--- src/rtl/core/gasm_pkg.sv ---
// gasm_pkg: shared types and constants of the global alignment score matrix block
// no dependencies; imported by gasm_front, gasm_back, the top level and the verification files
`default_nettype none

package gasm_pkg;

    localparam int KIND_W      = 2;
    localparam int SYM_W       = 8;
    localparam int CFG_W       = 8;
    localparam int CFG_IDX_W   = 2;
    localparam int ROW_W       = 6;
    localparam int COL_W       = 6;
    localparam int SCORE_OUT_W = 16;

    // input kind codes
    localparam logic [KIND_W-1:0] KIND_START  = 2'd0;
    localparam logic [KIND_W-1:0] KIND_APPEND = 2'd1;
    localparam logic [KIND_W-1:0] KIND_QUERY  = 2'd2;
    localparam logic [KIND_W-1:0] KIND_CLEAR  = 2'd3;

    // configuration register indexes
    localparam logic [CFG_IDX_W-1:0] REG_MATCH_BONUS   = 2'd0;
    localparam logic [CFG_IDX_W-1:0] REG_MISMATCH_COST = 2'd1;
    localparam logic [CFG_IDX_W-1:0] REG_GAP_COST      = 2'd2;

    typedef enum logic [3:0] {
        OP_START  = 4'b0001,
        OP_APPEND = 4'b0010,
        OP_QUERY  = 4'b0100,
        OP_CLEAR  = 4'b1000
    } op_t;

    typedef struct packed {
        op_t              op;
        logic [SYM_W-1:0] symbol;
    } cmd_t;

    typedef struct packed {
        logic [CFG_W-1:0] match_bonus;
        logic [CFG_W-1:0] mismatch_cost;
        logic [CFG_W-1:0] gap_cost;
    } cfg_t;

endpackage

`default_nettype wire

--- src/rtl/core/global_alignment_score_matrix_top.sv ---
// global_alignment_score_matrix_top: configuration registers, front end and row engine
// depends on gasm_pkg, gasm_front and gasm_back
`default_nettype none

// Needleman-Wunsch score matrix with a linear gap cost, one row per query
// symbol. Items pass through a two-entry command queue to a row engine.
// Append and clear items are taken by the engine and emit nothing; a start
// item is dequeued and then emits one cell per cycle; a query item is
// dequeued, then a prep state reads previous-row column 0 and forms
// -row*gap_cost, and then it emits one cell per cycle. Both emit cells
// only while the output is not stalled. The cell rate is set by the single
// read port of the previous-row memory, which delivers one entry per cycle.
// An output register holds each cell; the engine stalls while it is full
// and not taken. Configuration writes are always accepted.

module global_alignment_score_matrix_top import gasm_pkg::*;
#(
    parameter int MAX_LEN     = 32,
    parameter int SCORE_WIDTH = 16
)
(
    input  wire logic                          clk,
    input  wire logic                          rst_n,
    input  wire logic                          in_valid,
    output      logic                          in_ready,
    input  wire logic [KIND_W-1:0]             kind,
    input  wire logic [SYM_W-1:0]              symbol,
    output      logic                          out_valid,
    input  wire logic                          out_ready,
    output      logic [ROW_W-1:0]              row_index,
    output      logic [COL_W-1:0]              col_index,
    output      logic signed [SCORE_OUT_W-1:0] cell_score,
    output      logic                          row_last,
    output      logic                          overflow,
    input  wire logic                          cfg_valid,
    output      logic                          cfg_ready,
    input  wire logic [CFG_IDX_W-1:0]          cfg_index,
    input  wire logic [CFG_W-1:0]              cfg_data
);

    cfg_t cfg_reg, cfg_next;
    logic cmd_valid, cmd_ready;
    cmd_t cmd;

    assign cfg_ready = 1'b1;

    always_comb
    begin
        cfg_next = cfg_reg;
        if (cfg_valid)
        begin
            case (cfg_index)
                REG_MATCH_BONUS:   cfg_next.match_bonus   = cfg_data;
                REG_MISMATCH_COST: cfg_next.mismatch_cost = cfg_data;
                REG_GAP_COST:      cfg_next.gap_cost      = cfg_data;
                default:           cfg_next = cfg_reg;
            endcase
        end
    end

    always_ff @(posedge clk or negedge rst_n)
    begin
        if (!rst_n)
        begin
            cfg_reg.match_bonus   <= CFG_W'(1);
            cfg_reg.mismatch_cost <= CFG_W'(1);
            cfg_reg.gap_cost      <= CFG_W'(1);
        end
        else
        begin
            cfg_reg <= cfg_next;
        end
    end

    gasm_front u_front (
        .clk       (clk),
        .rst_n     (rst_n),
        .in_valid  (in_valid),
        .in_ready  (in_ready),
        .kind      (kind),
        .symbol    (symbol),
        .cmd_valid (cmd_valid),
        .cmd_ready (cmd_ready),
        .cmd       (cmd)
    );

    gasm_back #(
        .MAX_LEN     (MAX_LEN),
        .SCORE_WIDTH (SCORE_WIDTH)
    ) u_back (
        .clk        (clk),
        .rst_n      (rst_n),
        .cmd_valid  (cmd_valid),
        .cmd_ready  (cmd_ready),
        .cmd        (cmd),
        .cfg        (cfg_reg),
        .out_valid  (out_valid),
        .out_ready  (out_ready),
        .row_index  (row_index),
        .col_index  (col_index),
        .cell_score (cell_score),
        .row_last   (row_last),
        .overflow   (overflow)
    );

endmodule

`default_nettype wire

--- src/rtl/core/gasm_front.sv ---
// gasm_front: input acceptance, kind decode and a two-entry command queue
// depends on gasm_pkg (cmd_t, op_t, kind codes)
`default_nettype none

module gasm_front import gasm_pkg::*;
(
    input  wire logic              clk,
    input  wire logic              rst_n,
    input  wire logic              in_valid,
    output      logic              in_ready,
    input  wire logic [KIND_W-1:0] kind,
    input  wire logic [SYM_W-1:0]  symbol,
    output      logic              cmd_valid,
    input  wire logic              cmd_ready,
    output      cmd_t              cmd
);

    cmd_t       q_reg [2];
    logic       wr_ptr_reg, wr_ptr_next;
    logic       rd_ptr_reg, rd_ptr_next;
    logic [1:0] count_reg, count_next;
    logic       push, pop;
    cmd_t       dec;

    always_comb
    begin
        dec.symbol = symbol;
        case (kind)
            KIND_START:  dec.op = OP_START;
            KIND_APPEND: dec.op = OP_APPEND;
            KIND_QUERY:  dec.op = OP_QUERY;
            KIND_CLEAR:  dec.op = OP_CLEAR;
            default:     dec.op = OP_CLEAR;
        endcase
    end

    assign in_ready  = (count_reg != 2'd2);
    assign push      = in_valid && in_ready;
    assign cmd_valid = (count_reg != 2'd0);
    assign pop       = cmd_valid && cmd_ready;
    assign cmd       = q_reg[rd_ptr_reg];

    always_comb
    begin
        wr_ptr_next = push ? ~wr_ptr_reg : wr_ptr_reg;
        rd_ptr_next = pop ? ~rd_ptr_reg : rd_ptr_reg;
        count_next  = count_reg;
        if (push && !pop)
            count_next = count_reg + 2'd1;
        else if (pop && !push)
            count_next = count_reg - 2'd1;
    end

    always_ff @(posedge clk or negedge rst_n)
    begin
        if (!rst_n)
        begin
            wr_ptr_reg <= 1'b0;
            rd_ptr_reg <= 1'b0;
            count_reg  <= 2'd0;
        end
        else
        begin
            wr_ptr_reg <= wr_ptr_next;
            rd_ptr_reg <= rd_ptr_next;
            count_reg  <= count_next;
        end
    end

    always_ff @(posedge clk)
    begin
        if (push)
            q_reg[wr_ptr_reg] <= dec;
    end

    a_count_range: assert property (@(posedge clk) disable iff (!rst_n)
        count_reg != 2'd3)
        else $error("queue count out of range");

    a_ptrs_when_empty: assert property (@(posedge clk) disable iff (!rst_n)
        count_reg == 2'd0 |-> wr_ptr_reg == rd_ptr_reg)
        else $error("queue pointers differ while empty");

    a_ptrs_when_full: assert property (@(posedge clk) disable iff (!rst_n)
        count_reg == 2'd2 |-> wr_ptr_reg == rd_ptr_reg)
        else $error("queue pointers differ while full");

endmodule

`default_nettype wire

--- src/rtl/core/gasm_back.sv ---
// gasm_back: row engine with reference and previous-row memories and output register
// depends on gasm_pkg (cmd_t, cfg_t, op_t and field widths)
`default_nettype none

module gasm_back import gasm_pkg::*;
#(
    parameter int MAX_LEN     = 32,
    parameter int SCORE_WIDTH = 16
)
(
    input  wire logic                    clk,
    input  wire logic                    rst_n,
    input  wire logic                    cmd_valid,
    output      logic                    cmd_ready,
    input  wire cmd_t                    cmd,
    input  wire cfg_t                    cfg,
    output      logic                    out_valid,
    input  wire logic                    out_ready,
    output      logic [ROW_W-1:0]        row_index,
    output      logic [COL_W-1:0]        col_index,
    output      logic signed [SCORE_OUT_W-1:0] cell_score,
    output      logic                    row_last,
    output      logic                    overflow
);

    localparam int LW = $clog2(MAX_LEN + 1);
    localparam int RW = $clog2(MAX_LEN + 2);
    localparam int AW = (MAX_LEN > 1) ? $clog2(MAX_LEN) : 1;
    localparam int SW = SCORE_WIDTH;
    localparam int EW = SCORE_WIDTH + 1;
    localparam int PW = RW + CFG_W;

    localparam logic signed [SW-1:0] SMAX   = {1'b0, {(SW-1){1'b1}}};
    localparam logic signed [SW-1:0] SMIN   = {1'b1, {(SW-1){1'b0}}};
    localparam logic signed [EW-1:0] SMAX_E = EW'(SMAX);
    localparam logic signed [EW-1:0] SMIN_E = EW'(SMIN);

    typedef enum logic [2:0] {
        S_IDLE = 3'b001,
        S_PREP = 3'b010,
        S_CELL = 3'b100
    } state_t;

    function automatic logic signed [SW-1:0] sat(input logic signed [EW-1:0] v);
        logic signed [SW-1:0] r;
        if (v > SMAX_E)
            r = SMAX;
        else if (v < SMIN_E)
            r = SMIN;
        else
            r = v[SW-1:0];
        return r;
    endfunction

    state_t               state_reg, state_next;
    logic [LW-1:0]        len_reg, len_next;
    logic [LW-1:0]        cur_reg, cur_next;
    logic [LW-1:0]        col_reg, col_next;
    logic                 out_valid_reg, out_valid_next;

    logic [RW-1:0]        row_reg;
    logic                 ovf_reg;
    logic                 start_reg;
    logic [SYM_W-1:0]     sym_reg;
    logic signed [SW-1:0] left_reg, diag_reg, col0_reg;
    logic [RW-1:0]        row_out_reg;
    logic [LW-1:0]        col_out_reg;
    logic signed [SW-1:0] score_out_reg;
    logic                 last_out_reg, ovf_out_reg;

    logic [SYM_W-1:0]     ref_mem [MAX_LEN];
    logic signed [SW-1:0] prev_mem [MAX_LEN + 1];
    logic [SYM_W-1:0]     ref_rd;
    logic signed [SW-1:0] prev_rd;

    logic                 pop, advance, at_last;
    logic                 ref_we, prev_we, rd_en;
    logic [LW-1:0]        rd_addr;
    logic [RW-1:0]        row_new;
    logic                 ovf_new;
    logic [PW-1:0]        prod;
    logic signed [SW-1:0] col0_val;
    logic signed [EW-1:0] diag_e, up_e, left_e, best_e;
    logic signed [SW-1:0] score;
    logic [31:0]          row_w, col_w, score_w;

    assign cmd_ready = (state_reg == S_IDLE);
    assign pop       = cmd_valid && cmd_ready;
    assign advance   = (state_reg == S_CELL) && (!out_valid_reg || out_ready);
    assign at_last   = (col_reg == len_reg);

    // row number of a query: held at the limit once it is reached
    assign ovf_new = (cur_reg >= LW'(MAX_LEN));
    assign row_new = ovf_new ? RW'(MAX_LEN + 1) : RW'(cur_reg) + RW'(1);

    // column 0 of a query row, registered during the prep cycle
    always_comb
    begin
        prod = PW'(row_reg) * PW'(cfg.gap_cost);
        if (33'(prod) > (33'(1) << (SW - 1)))
            col0_val = SMIN;
        else
            col0_val = -SW'(prod);
    end

    // inner cell: max of diagonal, up and left; column 0 and start-row cells take the boundary values
    always_comb
    begin
        if (ref_rd == sym_reg)
            diag_e = EW'(diag_reg) + EW'(cfg.match_bonus);
        else
            diag_e = EW'(diag_reg) - EW'(cfg.mismatch_cost);
        up_e   = EW'(prev_rd) - EW'(cfg.gap_cost);
        left_e = EW'(left_reg) - EW'(cfg.gap_cost);
        best_e = diag_e;
        if (up_e > best_e)
            best_e = up_e;
        if (left_e > best_e)
            best_e = left_e;

        if (col_reg == '0)
            score = start_reg ? '0 : col0_reg;
        else if (start_reg)
            score = sat(left_e);
        else
            score = sat(best_e);
    end

    always_comb
    begin
        state_next     = state_reg;
        len_next       = len_reg;
        cur_next       = cur_reg;
        col_next       = col_reg;
        out_valid_next = out_valid_reg;
        if (out_ready)
            out_valid_next = 1'b0;
        case (state_reg)
            S_IDLE:
            begin
                if (pop)
                begin
                    case (cmd.op)
                        OP_START:
                        begin
                            cur_next   = '0;
                            col_next   = '0;
                            state_next = S_CELL;
                        end
                        OP_QUERY:
                        begin
                            if (!ovf_new)
                                cur_next = LW'(row_new);
                            col_next   = '0;
                            state_next = S_PREP;
                        end
                        OP_APPEND:
                        begin
                            if (len_reg < LW'(MAX_LEN))
                                len_next = len_reg + LW'(1);
                        end
                        OP_CLEAR:
                            len_next = '0;
                        default:
                            len_next = len_reg;
                    endcase
                end
            end
            S_PREP:
                state_next = S_CELL;
            S_CELL:
            begin
                if (advance)
                begin
                    out_valid_next = 1'b1;
                    col_next       = col_reg + LW'(1);
                    if (at_last)
                        state_next = S_IDLE;
                end
            end
            default:
                state_next = S_IDLE;
        endcase
    end

    always_ff @(posedge clk or negedge rst_n)
    begin
        if (!rst_n)
        begin
            state_reg     <= S_IDLE;
            len_reg       <= '0;
            cur_reg       <= '0;
            col_reg       <= '0;
            out_valid_reg <= 1'b0;
        end
        else
        begin
            state_reg     <= state_next;
            len_reg       <= len_next;
            cur_reg       <= cur_next;
            col_reg       <= col_next;
            out_valid_reg <= out_valid_next;
        end
    end

    always_ff @(posedge clk)
    begin
        if (pop)
        begin
            start_reg <= (cmd.op == OP_START);
            sym_reg   <= cmd.symbol;
            if (cmd.op == OP_START)
            begin
                row_reg <= '0;
                ovf_reg <= 1'b0;
            end
            else
            begin
                row_reg <= row_new;
                ovf_reg <= ovf_new;
            end
        end
        if (state_reg == S_PREP)
            col0_reg <= col0_val;
        if (advance)
        begin
            left_reg      <= score;
            diag_reg      <= prev_rd;
            row_out_reg   <= row_reg;
            col_out_reg   <= col_reg;
            score_out_reg <= score;
            last_out_reg  <= at_last;
            ovf_out_reg   <= ovf_reg;
        end
    end

    // memories: one write and one registered read each
    assign ref_we  = pop && (cmd.op == OP_APPEND) && (len_reg < LW'(MAX_LEN));
    assign prev_we = advance && !ovf_reg;
    assign rd_en   = (state_reg == S_PREP) || (advance && !at_last);
    assign rd_addr = (state_reg == S_PREP) ? '0 : col_reg + LW'(1);

    always_ff @(posedge clk)
    begin
        if (ref_we)
            ref_mem[len_reg[AW-1:0]] <= cmd.symbol;
        if (rd_en)
            ref_rd <= ref_mem[col_reg[AW-1:0]];
    end

    always_ff @(posedge clk)
    begin
        if (prev_we)
            prev_mem[col_reg] <= score;
        if (rd_en)
            prev_rd <= prev_mem[rd_addr];
    end

    assign row_w   = 32'(row_out_reg);
    assign col_w   = 32'(col_out_reg);
    assign score_w = 32'(score_out_reg);

    assign out_valid  = out_valid_reg;
    assign row_index  = row_w[ROW_W-1:0];
    assign col_index  = col_w[COL_W-1:0];
    assign cell_score = score_w[SCORE_OUT_W-1:0];
    assign row_last   = last_out_reg;
    assign overflow   = ovf_out_reg;

    a_col_in_range: assert property (@(posedge clk) disable iff (!rst_n)
        state_reg == S_CELL |-> col_reg <= len_reg)
        else $error("column beyond reference length");

    a_last_ends_row: assert property (@(posedge clk) disable iff (!rst_n)
        advance && at_last |=> state_reg == S_IDLE && out_valid_reg && last_out_reg)
        else $error("row did not end on last cell");

    a_no_write_on_overflow: assert property (@(posedge clk) disable iff (!rst_n)
        prev_we |-> !ovf_reg)
        else $error("overflow row written to previous row");

    a_len_limit: assert property (@(posedge clk) disable iff (!rst_n)
        len_reg <= LW'(MAX_LEN) && cur_reg <= LW'(MAX_LEN))
        else $error("length or row count beyond limit");

    a_prep_to_cell: assert property (@(posedge clk) disable iff (!rst_n)
        state_reg == S_PREP |=> state_reg == S_CELL && col_reg == '0)
        else $error("prep cycle not followed by column 0");

endmodule

`default_nettype wire

--- config.mk ---
export PLATFORM = sky130hd
export DESIGN_NAME = global_alignment_score_matrix_top
export DESIGN_NICKNAME = d
export VERILOG_FILES = /design/src/rtl/core/gasm_pkg.sv /design/src/rtl/core/global_alignment_score_matrix_top.sv /design/src/rtl/core/gasm_front.sv /design/src/rtl/core/gasm_back.sv
export SDC_FILE = /design/constraint.sdc
export NUM_CORES = 1
export LEC_CHECK = 0
export BUFFER_PORTS_ARGS = -buffer_cell sky130_fd_sc_hd__buf_2
export CORE_MARGIN = 1
export CORE_UTILIZATION = 35
export CTS_BUF_LIST = sky130_fd_sc_hd__clkbuf_4 sky130_fd_sc_hd__clkbuf_8 sky130_fd_sc_hd__clkbuf_16
export DETAILED_ROUTE_END_ITERATION = 8
export PLACE_DENSITY = 0.48
export SLEW_MARGIN = 20
export SYNTH_ARGS = -nofsm -noshare
export SYNTH_HDL_FRONTEND = slang
export SYNTH_HIERARCHICAL = 1
export SYNTH_SLANG_ARGS = --single-unit
export TNS_END_PERCENT = 10
--- constraint.sdc ---
create_clock -name clk -period 24.6 [get_ports clk]
set_clock_uncertainty 0.1 [all_clocks]
set_input_delay 2.46 -clock clk [delete_from_list [all_inputs] [get_ports clk]]
set_output_delay 2.46 -clock clk [all_outputs]
set_load 0.02 [all_outputs]
# Word-level counts from Yosys, hierarchy flattened
# Memories as Yosys holds them, arrays and structs flattened. A register that Yosys moved wholly into a read port is not among the register bits.
# Cells that the tools add are included.
[classes] addsub=10 n_mul=1 order_cmp=8 eq_ne=22 n_mux=37 bitwise=2 n_reduce_logical=32
[op_table] operator="$mux W16" n=7
[op_table] operator="$mux W17" n=3
[op_table] operator="$sub A16 B9 Y17" n=3
[op_table] operator="$mux W6" n=7
[op_table] operator="$pmux W6 S2" n=3
[op_table] operator="$gt A17 B16 Y1 const B" n=2
[op_table] operator="$gt A17 B17 Y1" n=2
[op_table] operator="$lt A17 B16 Y1 const B" n=2
[op_table] operator="$add A6 B1 Y6 const B" n=3
[op_table] operator="$add A16 B9 Y17" n=1
[op_table] operator="$neg A14 Y16" n=1
[op_table] operator="$pmux W4 S4" n=1
[op_table] operator="$reduce_and A4 Y1" n=4
[op_table] operator="$mul A6 B8 Y14" n=1
[op_table] operator="$reduce_bool A2 Y1" n=5
[op_table] operator="$logic_and A1 B1 Y1" n=9
[op_table] operator="$mux W1" n=9
[op_table] operator="$mux W3" n=3
[op_table] operator="$pmux W3 S3" n=1
[op_table] operator="$eq A8 B8 Y1" n=1
[op_table] operator="$ne A2 B2 Y1 const B" n=4
[op_table] operator="$eq A2 B2 Y1 const B" n=3
[op_table] operator="$eq A6 B6 Y1" n=1
[op_table] operator="$ge A6 B6 Y1 const B" n=1
[op_table] operator="22 further kinds" n=35
[word_totals] regBits=128 ram_bits=808 output_inout_bits=33 elab_cells=137 n_memories=3
[mem_list] memory="u_back.prev_mem" depth=33 width=16 rd=1 rd_ports_with_merged_regs=1 write_ports=1 line="gasm_back.sv:72" text="logic signed [SW-1:0] prev_mem [MAX_LEN + 1];"
[mem_list] memory="u_back.ref_mem" depth=32 width=8 rd=1 rd_ports_with_merged_regs=1 write_ports=1 line="gasm_back.sv:71" text="logic [SYM_W-1:0] ref_mem [MAX_LEN];"
[mem_list] memory="u_front.q_reg" depth=2 width=12 rd=1 rd_ports_with_merged_regs=0 write_ports=1 line="gasm_front.sv:18" text="cmd_t q_reg [2];"

# Depth between registers and ports, before layout
# Gate-level depths: netlist of the first run.
[logic_depth] depth_word=11 ltp_mapped=35 depth_no_buf=33

# Hierarchy
# Netlist of the first run, hierarchy kept.
[modules_own_cells] module="gasm_back" instances=1 cells_each=2851 area_per_inst_um2=40194.8 seq_area_each_um2=27157.3
[modules_own_cells] module="gasm_front" instances=1 cells_each=59 area_per_inst_um2=1101.1 seq_area_each_um2=820.8
[modules_own_cells] module="global_alignment_score_matrix_top" instances=1 cells_each=53 area_per_inst_um2=927.1 seq_area_each_um2=604.3

# Worst setup path before layout of the first run
# OpenSTA, ideal clock, no wires.
[synth_timing] path_type="flip-flop to flip-flop" from="register cfg_reg[13] (netlist name)" to="register u_back.score_out_reg[15], in the netlist u_back/cell_score[15], data pin" t_arrival_ps=8712 path_slack_ps=15318 path_stages_with_launch=32 n_path_buf=1 period_less_slack_ps=9282 path_cell_list="dfrtp_1 -> or4_1 -> nor4_1 -> ha_1 -> mux2_2 -> ha_1 -> a21o_1 -> a21oi_1 -> o21ai_0 -> a221oi_1 -> o21ai_0 -> xnor2_1 -> inv_1 -> ha_1 -> nand4_2 -> nor4_2 -> a221oi_1 -> o211ai_1 -> mux2i_2 -> clkbuf_1 -> nand2_1 -> o21a_1 -> ha_1 -> and4_1 -> nand4_1 -> o211a_1 -> or2_2 -> a31oi_1 -> o31ai_4 -> nor2_1 -> a21oi_1 -> o21ai_0"
[synth_between] elab_chain_len=11 word_cells_on_any_way=12 classes_between="1 x add/sub; 4 x order compare; 7 x mux"
[synth_lines] element="from (decl)" line="global_alignment_score_matrix_top.sv:41" text="cfg_t cfg_reg, cfg_next;"
[synth_lines] element="from (signal assigned)" line="global_alignment_score_matrix_top.sv:71" text="cfg_reg <= cfg_next;"
[synth_lines] element="$sub A16 B9 Y17 (*)" line="gasm_back.sv:112" text="diag_e = EW'(diag_reg) - EW'(cfg.mismatch_cost);"
[synth_lines] element="$mux W17 (*)" line="gasm_back.sv:109" text="if (ref_rd == sym_reg)"
[synth_lines] element="$gt A17 B17 Y1" line="gasm_back.sv:116" text="if (up_e > best_e)"
[synth_lines] element="$mux W17 (*)" line="gasm_back.sv:116"
[synth_lines] element="$gt A17 B17 Y1" line="gasm_back.sv:118" text="if (left_e > best_e)"
[synth_lines] element="$mux W17 (*)" line="gasm_back.sv:118"
[synth_lines] element="$lt A17 B16 Y1" line="gasm_back.sv:48" text="else if (v < SMIN_E)"
[synth_lines] element="$mux W16" line="gasm_back.sv:48"
[synth_lines] element="$mux W16 (*)" line="gasm_back.sv:46" text="if (v > SMAX_E)"
[synth_lines] element="$mux W16 (*)" line="gasm_back.sv:123" text="else if (start_reg)"
[synth_lines] element="$mux W16 (*)" line="gasm_back.sv:121" text="if (col_reg == '0)"
[synth_lines] element="net u_back.score[15]" line="gasm_back.sv:84" text="logic signed [SW-1:0] score;"
[synth_lines] element="to (signal assigned)" line="gasm_back.sv:231" text="score_out_reg <= score;"
[synth_lines] element="to (decl)" line="gasm_back.sv:68" text="logic signed [SW-1:0] score_out_reg;"
# Mark *: on every way through the listed nets, which the timed path passes. The rest lies on a longest branch.
# A chain may end at the register's enable or synchronous reset.

# Worst setup path in the final report of the first run
[layout_timing] from="register u_back.sym_reg[3]" to="memory u_back/prev_mem[1][8] (netlist name), data pin"
[layout_between] elab_chain_len=11 word_cells_on_any_way=12 classes_between="4 x order compare; 1 x eq/ne; 7 x mux"
[layout_lines] element="from (decl)" line="gasm_back.sv:64" text="logic [SYM_W-1:0] sym_reg;"
[layout_lines] element="from (signal assigned)" line="gasm_back.sv:211" text="sym_reg <= cmd.symbol;"
[layout_lines] element="$eq A8 B8 Y1 (*)" line="gasm_back.sv:109"
[layout_lines] element="$mux W17 (*)" line="gasm_back.sv:109"
[layout_lines] element="$gt A17 B17 Y1" line="gasm_back.sv:116"
[layout_lines] element="$mux W17 (*)" line="gasm_back.sv:116"
[layout_lines] element="$gt A17 B17 Y1" line="gasm_back.sv:118"
[layout_lines] element="$mux W17 (*)" line="gasm_back.sv:118"
[layout_lines] element="$lt A17 B16 Y1" line="gasm_back.sv:48"
[layout_lines] element="$mux W16" line="gasm_back.sv:48"
[layout_lines] element="$mux W16 (*)" line="gasm_back.sv:46"
[layout_lines] element="$mux W16 (*)" line="gasm_back.sv:123"
[layout_lines] element="$mux W16 (*)" line="gasm_back.sv:121"
[layout_lines] element="net u_back.score[8]" line="gasm_back.sv:84"
[layout_lines] element="to (decl)" line="gasm_back.sv:72"
# Marked as above.

==> out/results.ini, run 1 <==
[logic_synthesis]
synth_nets=3127
synth-main-ff-cell=edfxtp_1
synth_cells=2963
yosysSeqAreaShare_pct=67.7
synth_cell_types=84
async_flop_share_pct=5.21
synth_top_area_share_pct=64.7
synth_edf_count=910
synth_top_cell_by_area=edfxtp_1
syn_area_per_cell_sq_um=14.3
yosys-top-cells-count=edfxtp_1, nand2_1, o21ai_0, a21oi_1, nor2_1
ys_ff_latch=960
syn_area_sq_um=42200
ys_warn_count=6
synthTopCellsByArea=edfxtp_1, ha_1, dfrtp_1
synth.most_common_cell=edfxtp_1

[setup_path]
crit_path_top_delay_cell=a22o_1
end_kind=flop
cp-endpoint=u_back/prev_mem[1][8]
crit_path_start_kind=flop
worstPathMaxFanout=34
path_class=flop to flop
worst-r2r-setup-slack_ns=13.54
r2r_start=u_back/sym_reg[3]
worstPathRequired_ns=24.83
crit_path_max_incr_delay_ns=0.87
timing.rr.end=u_back/prev_mem[1][8]
cp.arrival_ns=11.29
startpoint=u_back/sym_reg[3]
path_common_cell=o21ai_0
rr_worst_depth=33

[cells_and_area]
drive_above_1_share_pct=15.5
largest_reg_flops=528
final_core_util_pct=40.4
area_delta_synth_final_pct=14.8
regMostFlops=u_back/prev_mem
stdcell_area_sq_um=48500
final_cell_count_no_fill=4750
nNetsFinal=3209

[power]
comb_power_share_pct=30.1
internal_power_mw=3.67
power_switching_mw=1.83
p_per_area_nw_per_um2=113
p_clk_share_pct=30.3
p_leak_nw=16.1
power_switching_share_pct=33.2
seq_power_share_pct=39.6
ir_drop_mv=0.114

[cts]
cts-resized-gates=0
hold_buffers=0
clk_latency_ns=0.72
cts_setup_buffers=0
clock_sinks=960
cts-root-buf=clkbuf_16
clock_path_buffers=3
cts_tree=built
cts.htree.levels=3
cts_buffers=106
path_clk_slew_ns=0.06

[die]
start_util_pct=35.2
die_y_um=349
rows=127
io_pins=58
chipWidth_um=349
die_area_sq_um=122000
core_area_sq_um=120000

[routing]
drt-pass1-iter-count=7
routed_wl_um=127000
initialDrtViolationCount=2675
ant_nets=0
via_per_inst=5.51
drc=0
routedWlPerCell_um=26.8
num_vias=26200

[timing]
worst_slew_pin_slew_ns=1.17
max-slew-margin-rel_pct=21.7
min_period_ns=11.06
slew_violations=0
tns_ns=0
max_freq_ghz=0.0904
fin_crit_sh_pct=45.0
setup_violations=0
finalHoldViolations=0
layout_setup_ws_ns=13.54
rsz0062_at_grt=no

[grt]
overflow=0
grtUsageMet1_pct=28.9
met3_usage_pct=2.72
grt_usage_pct=20.7
gr-usage-met2_pct=33.0
grt_max_degree=73
grt_pass1_vias=25900
antenna_found_initial=3
gr-max-usage-layer=met2
grt_pass1_wl_um=183000

[place]
io_buffers=56
place.gp.congestion=0.874
dp_cells=4548
dpl-instance-area_sq_um=44700
dp_slack_ns=13.60
dp_hpwl_um=76800

[run]
max_cap_viol_count=0

[worst_hold_path]
hp-class=flop to flop

[run_status]
outcome=completed

[cells in the final DEF (no fill, tap or decap), types with 49 or more instances in the layout]
cell | netlist | final
mux2_2 | 71 | 71
nor2_1 | 136 | 130
inv_1 | 98 | 96
a21oi_1 | 155 | 155
clkbuf_16 | 0 | 107
buf_4 | 1 | 70
buf_2 | 5 | 56
o21ai_0 | 196 | 194
edfxtp_1 | 910 | 910
ha_1 | 111 | 110
mux2i_1 | 90 | 90
a22oi_1 | 74 | 74
o221ai_1 | 58 | 58
a211oi_1 | 49 | 49
nand2_1 | 212 | 210
[cell type report]
cell class | instances | area [sq um]
Multi-Input combinational cell | 1750 | 12900
Inverter | 100 | 378
Clock buffer | 125 | 2830
Tap cell | 1612 | 2020
Fill cell | 11100 | 71400
Sequential cell | 960 | 28600
Timing Repair Buffer | 127 | 821
Antenna cell | 1 | 2.50
Clock inverter | 75 | 877
[power groups by stage]
stage               Combinational (mW)  Clock, mW  Sequential (mW)
floorplan                         1.14          0             2.17
global placement                  1.62          0             2.21
detailed placement                1.64          0             2.21
CTS                               1.66       1.70             2.18
global route                      1.84       1.75             2.18
finish                            1.65       1.66             2.18
[through the flow]
| stage | power, mW | hold slack (ns) |
|---|---|---|
| floorplan | 3.31 | 0.323 |
| global placement | 3.83 | 0.362 |
| detailed placement | 3.85 | 0.359 |
| CTS | 5.53 | 0.342 |
| global route | 5.78 | 0.360 |
| finish | 5.49 | 0.356 |
[worst max-delay path: cells and delay by family, from the launching register on]
kind / cells / cell delay, ns
AOI/OAI and AO/OA: 11 / 3.72
xor gates and xnor gates: 2 / 0.60
adders and majority gates: 4 / 1.09
buffers and inverters: 4 / 0.96
DFF: 1 / 0.38
muxes: 3 / 1.05
and+or+nand+nor: 9 / 2.74
[metal layers]
layer | wire (um) | vias up | share of wire [%]
met5 | 13 | - | 0.010
met4 | 4570 | 2 | 3.6
met3 | 6860 | 181 | 5.4
met2 | 59000 | 874 | 46
met1 | 56800 | 13500 | 45
li1 | - | 11600 | -
[how the worst min path moves through the flow]
stage                 startpoint             endpoint  depth (start not counted)  slack (ns)
6_report       u_back/prev_rd[3]   u_back/diag_reg[3]                          0        0.36
3_3_place_gp   u_back/prev_rd[5]   u_back/diag_reg[5]                          0        0.36
4_1_cts        u_back/prev_rd[3]   u_back/diag_reg[3]                          0        0.34
5_1_grt        u_back/prev_rd[3]   u_back/diag_reg[3]                          0        0.36
3_5_place_dp   u_back/prev_rd[5]   u_back/diag_reg[5]                          0        0.36
2_1_floorplan  u_back/col_reg[2]  u_back/col_index[2]                          0        0.32
[kinds of logic (layout without fill, tap and decap cells)]
group           count (synthesis)  after routing  share of synthesized area (%)
flops                         960            960                           67.7
mux                           182            182                           5.11
xor+xnor                       86             86                           1.78
fa+ha+maj                     139            139                           4.62
other cells                     1              2                        0.00888
simple gates                  624            624                           7.28
buf+inv                       253            427                           2.31
compound gates                718            718                           11.2
Power figures use the tool's default switching activity.
==> run 2: changes to the inputs <==
==> constraint.sdc (replaced) <==
create_clock -name clk -period 10.9 [get_ports clk]
set_clock_uncertainty 0.1 [all_clocks]
set_input_delay 1.09 -clock clk [delete_from_list [all_inputs] [get_ports clk]]
set_output_delay 1.09 -clock clk [all_outputs]
set_load 0.02 [all_outputs]
==> run 2 against run 1 <==
Count of clock-buffer cells in the layout is 1 lower. Sequential share of layout area hardly changed. Sequential power is 130% higher. Critical path type unchanged. Non-clock buffer count is 10 higher. Register-to-register slack worse by 13 ns.
==> out/results.ini, run 2 (synthesized netlist as in run 1, its figures left out) <==
[setup_path]
cp.arrival_ns=10.51  ; -0.78 ns
worst-r2r-setup-slack_ns=0.70  ; -12.84 ns
crit_path_top_delay_cell=or4_1
crit_path_max_incr_delay_ns=0.61  ; -0.26 ns
path_class=flop to flop
end_kind=flop
path_common_cell=ha_1
worstPathMaxFanout=27  ; -21%
worstPathRequired_ns=11.21  ; -13.62 ns
rr_worst_depth=34  ; +3.0%
crit_path_start_kind=flop

[place]
io_buffers=56  ; unchanged
dp_slack_ns=0.696  ; -12.91 ns
dpl-instance-area_sq_um=44800  ; +0.22%
dp_hpwl_um=77000  ; +0.26%
place.gp.congestion=0.929  ; +6.3%

[timing]
setup_violations=0  ; unchanged
slew_violations=0  ; unchanged
min_period_ns=10.20  ; -0.856 ns
fin_crit_sh_pct=93.6  ; +49 points
worst_slew_pin_slew_ns=1.24  ; +0.0646 ns
layout_setup_ws_ns=0.698  ; -12.84 ns
tns_ns=0  ; unchanged
rsz0062_at_grt=no
finalHoldViolations=0  ; unchanged
max_freq_ghz=0.0980  ; +8.4%
max-slew-margin-rel_pct=17.4  ; -4.3 points

[cts]
cts.htree.levels=3  ; unchanged
hold_buffers=0  ; unchanged
clock_sinks=960  ; unchanged
clk_latency_ns=0.72  ; about the same
cts-root-buf=clkbuf_16
clock_path_buffers=3  ; unchanged
cts_tree=built
path_clk_slew_ns=0.06  ; about the same
cts_buffers=106  ; unchanged
cts_setup_buffers=0  ; unchanged
cts-resized-gates=0  ; unchanged

[cells_and_area]
layout_commonest_cell=edfxtp_1
largest_reg_flops=528  ; unchanged
stdcell_area_sq_um=48400  ; about the same
regMostFlops=u_back/prev_mem
mostFrequentLayoutCells=edfxtp_1, nand2_1, o21ai_0
drive_above_1_share_pct=15.3  ; -0.15 points
nNetsFinal=3219  ; +0.31%
area_delta_synth_final_pct=14.7  ; about the same

[die]
rows=127  ; unchanged
start_util_pct=35.2  ; unchanged
die_y_um=349  ; unchanged
core_area_sq_um=120000  ; unchanged
io_pins=58  ; unchanged
die_area_sq_um=122000  ; unchanged
chipWidth_um=349  ; unchanged

[grt]
grt_usage_pct=20.8  ; +0.053 points
grt_pass1_wl_um=184000  ; +0.64%
overflow=0  ; unchanged
antenna_found_initial=1  ; -2
grt_max_degree=88  ; +21%
grt_pass1_vias=26100  ; +0.78%

[routing]
routedWlPerCell_um=26.7  ; -0.30%
num_vias=26300  ; +0.74%
drc=0  ; unchanged
via_per_inst=5.54  ; +0.65%
drt-pass1-iter-count=5  ; -2
initialDrtViolationCount=2381  ; -11%
routed_wl_um=127000  ; -0.22%
ant_nets=0  ; unchanged

[run_status]
outcome=completed

[power]
ir_drop_mv=0.195  ; +71%
p_per_area_nw_per_um2=255  ; +130%
seq_power_share_pct=39.8  ; +0.2 points
p_leak_nw=16.1  ; +0.21%
power_switching_mw=4.09  ; +120%
p_clk_share_pct=29.8  ; -0.5 points
power_switching_share_pct=33.1  ; -0.14 points
comb_power_share_pct=30.4  ; +0.3 points
internal_power_mw=8.27  ; +130%

[worst_hold_path]
hp-class=primary input to asynchronous set/reset pin

[run]
max_cap_viol_count=0  ; unchanged

run 2: area by class of cell:
type,count,area [sq um]
Tap cell,1612,2020
Fill cell,11100,71400
Inverter,100,377
Sequential cell,960,28600
Timing Repair Buffer,137,905
Antenna cell,1,2.50
Clock inverter,70,790
Clock buffer,124,2820
Multi-Input combinational cell,1750,12900
run 2: worst paths after layout:
path                                      endpoint              start
min                                    cfg_reg[21]              rst_n
min reg2reg                     u_back/diag_reg[4]  u_back/prev_rd[4]
min in group clk                u_back/diag_reg[4]  u_back/prev_rd[4]
max reg2reg                u_back/prev_mem[15][13]        cfg_reg[12]
max                        u_back/prev_mem[15][13]        cfg_reg[12]
max in group asynchronous        u_back/col_reg[0]              rst_n
run 2: power by group through the flow:
stage               Combinational [mW]  Sequential (mW)  Clock (mW)
floorplan                         2.58             4.90           0
global placement                  3.71             4.99           0
detailed placement                3.75             5.00           0
CTS                               3.79             4.92        3.76
global route                      4.22             4.93        3.90
finish                            3.76             4.92        3.69
run 2: routing by layer:
layer / part of all wire (%) / track usage (%) / vias to the layer above / routed length (um)
met5: 0 / 0 / - / 0
met4: 2.0 / 5.13 / 0 / 2580
met3: 6.5 / 3.43 / 147 / 8220
met2: 47 / 33.5 / 929 / 60000
met1: 44 / 29.0 / 13600 / 56200
li1: - / - / 11700 / -
run 2: critical path: cells and delay by family, from the launching register on:
family | cells | cell delay, ns
buffers and inverters | 4 | 0.88
adders and majority gates | 4 | 1.44
muxes | 3 | 0.71
DFF | 1 | 0.41
xor gates and xnor gates | 1 | 0.44
and+or+nand+nor | 6 | 1.91
AOI/OAI and AO/OA | 16 | 3.96
run 2: metrics by stage:
step / std cells / power, mW / hold slack [ns] / util (%)
4_1_cts: 4753 / 12.5 / 0.390 / 40.4
2_1_floorplan: 2963 / 7.48 / 0.323 / -
6_report: 4754 / 12.4 / 0.392 / 40.4
5_1_grt: 4753 / 13.0 / 0.410 / 40.4
3_5_place_dp: 4559 / 8.74 / 0.385 / 37.4
3_3_place_gp: 4558 / 8.70 / 0.381 / 37.4
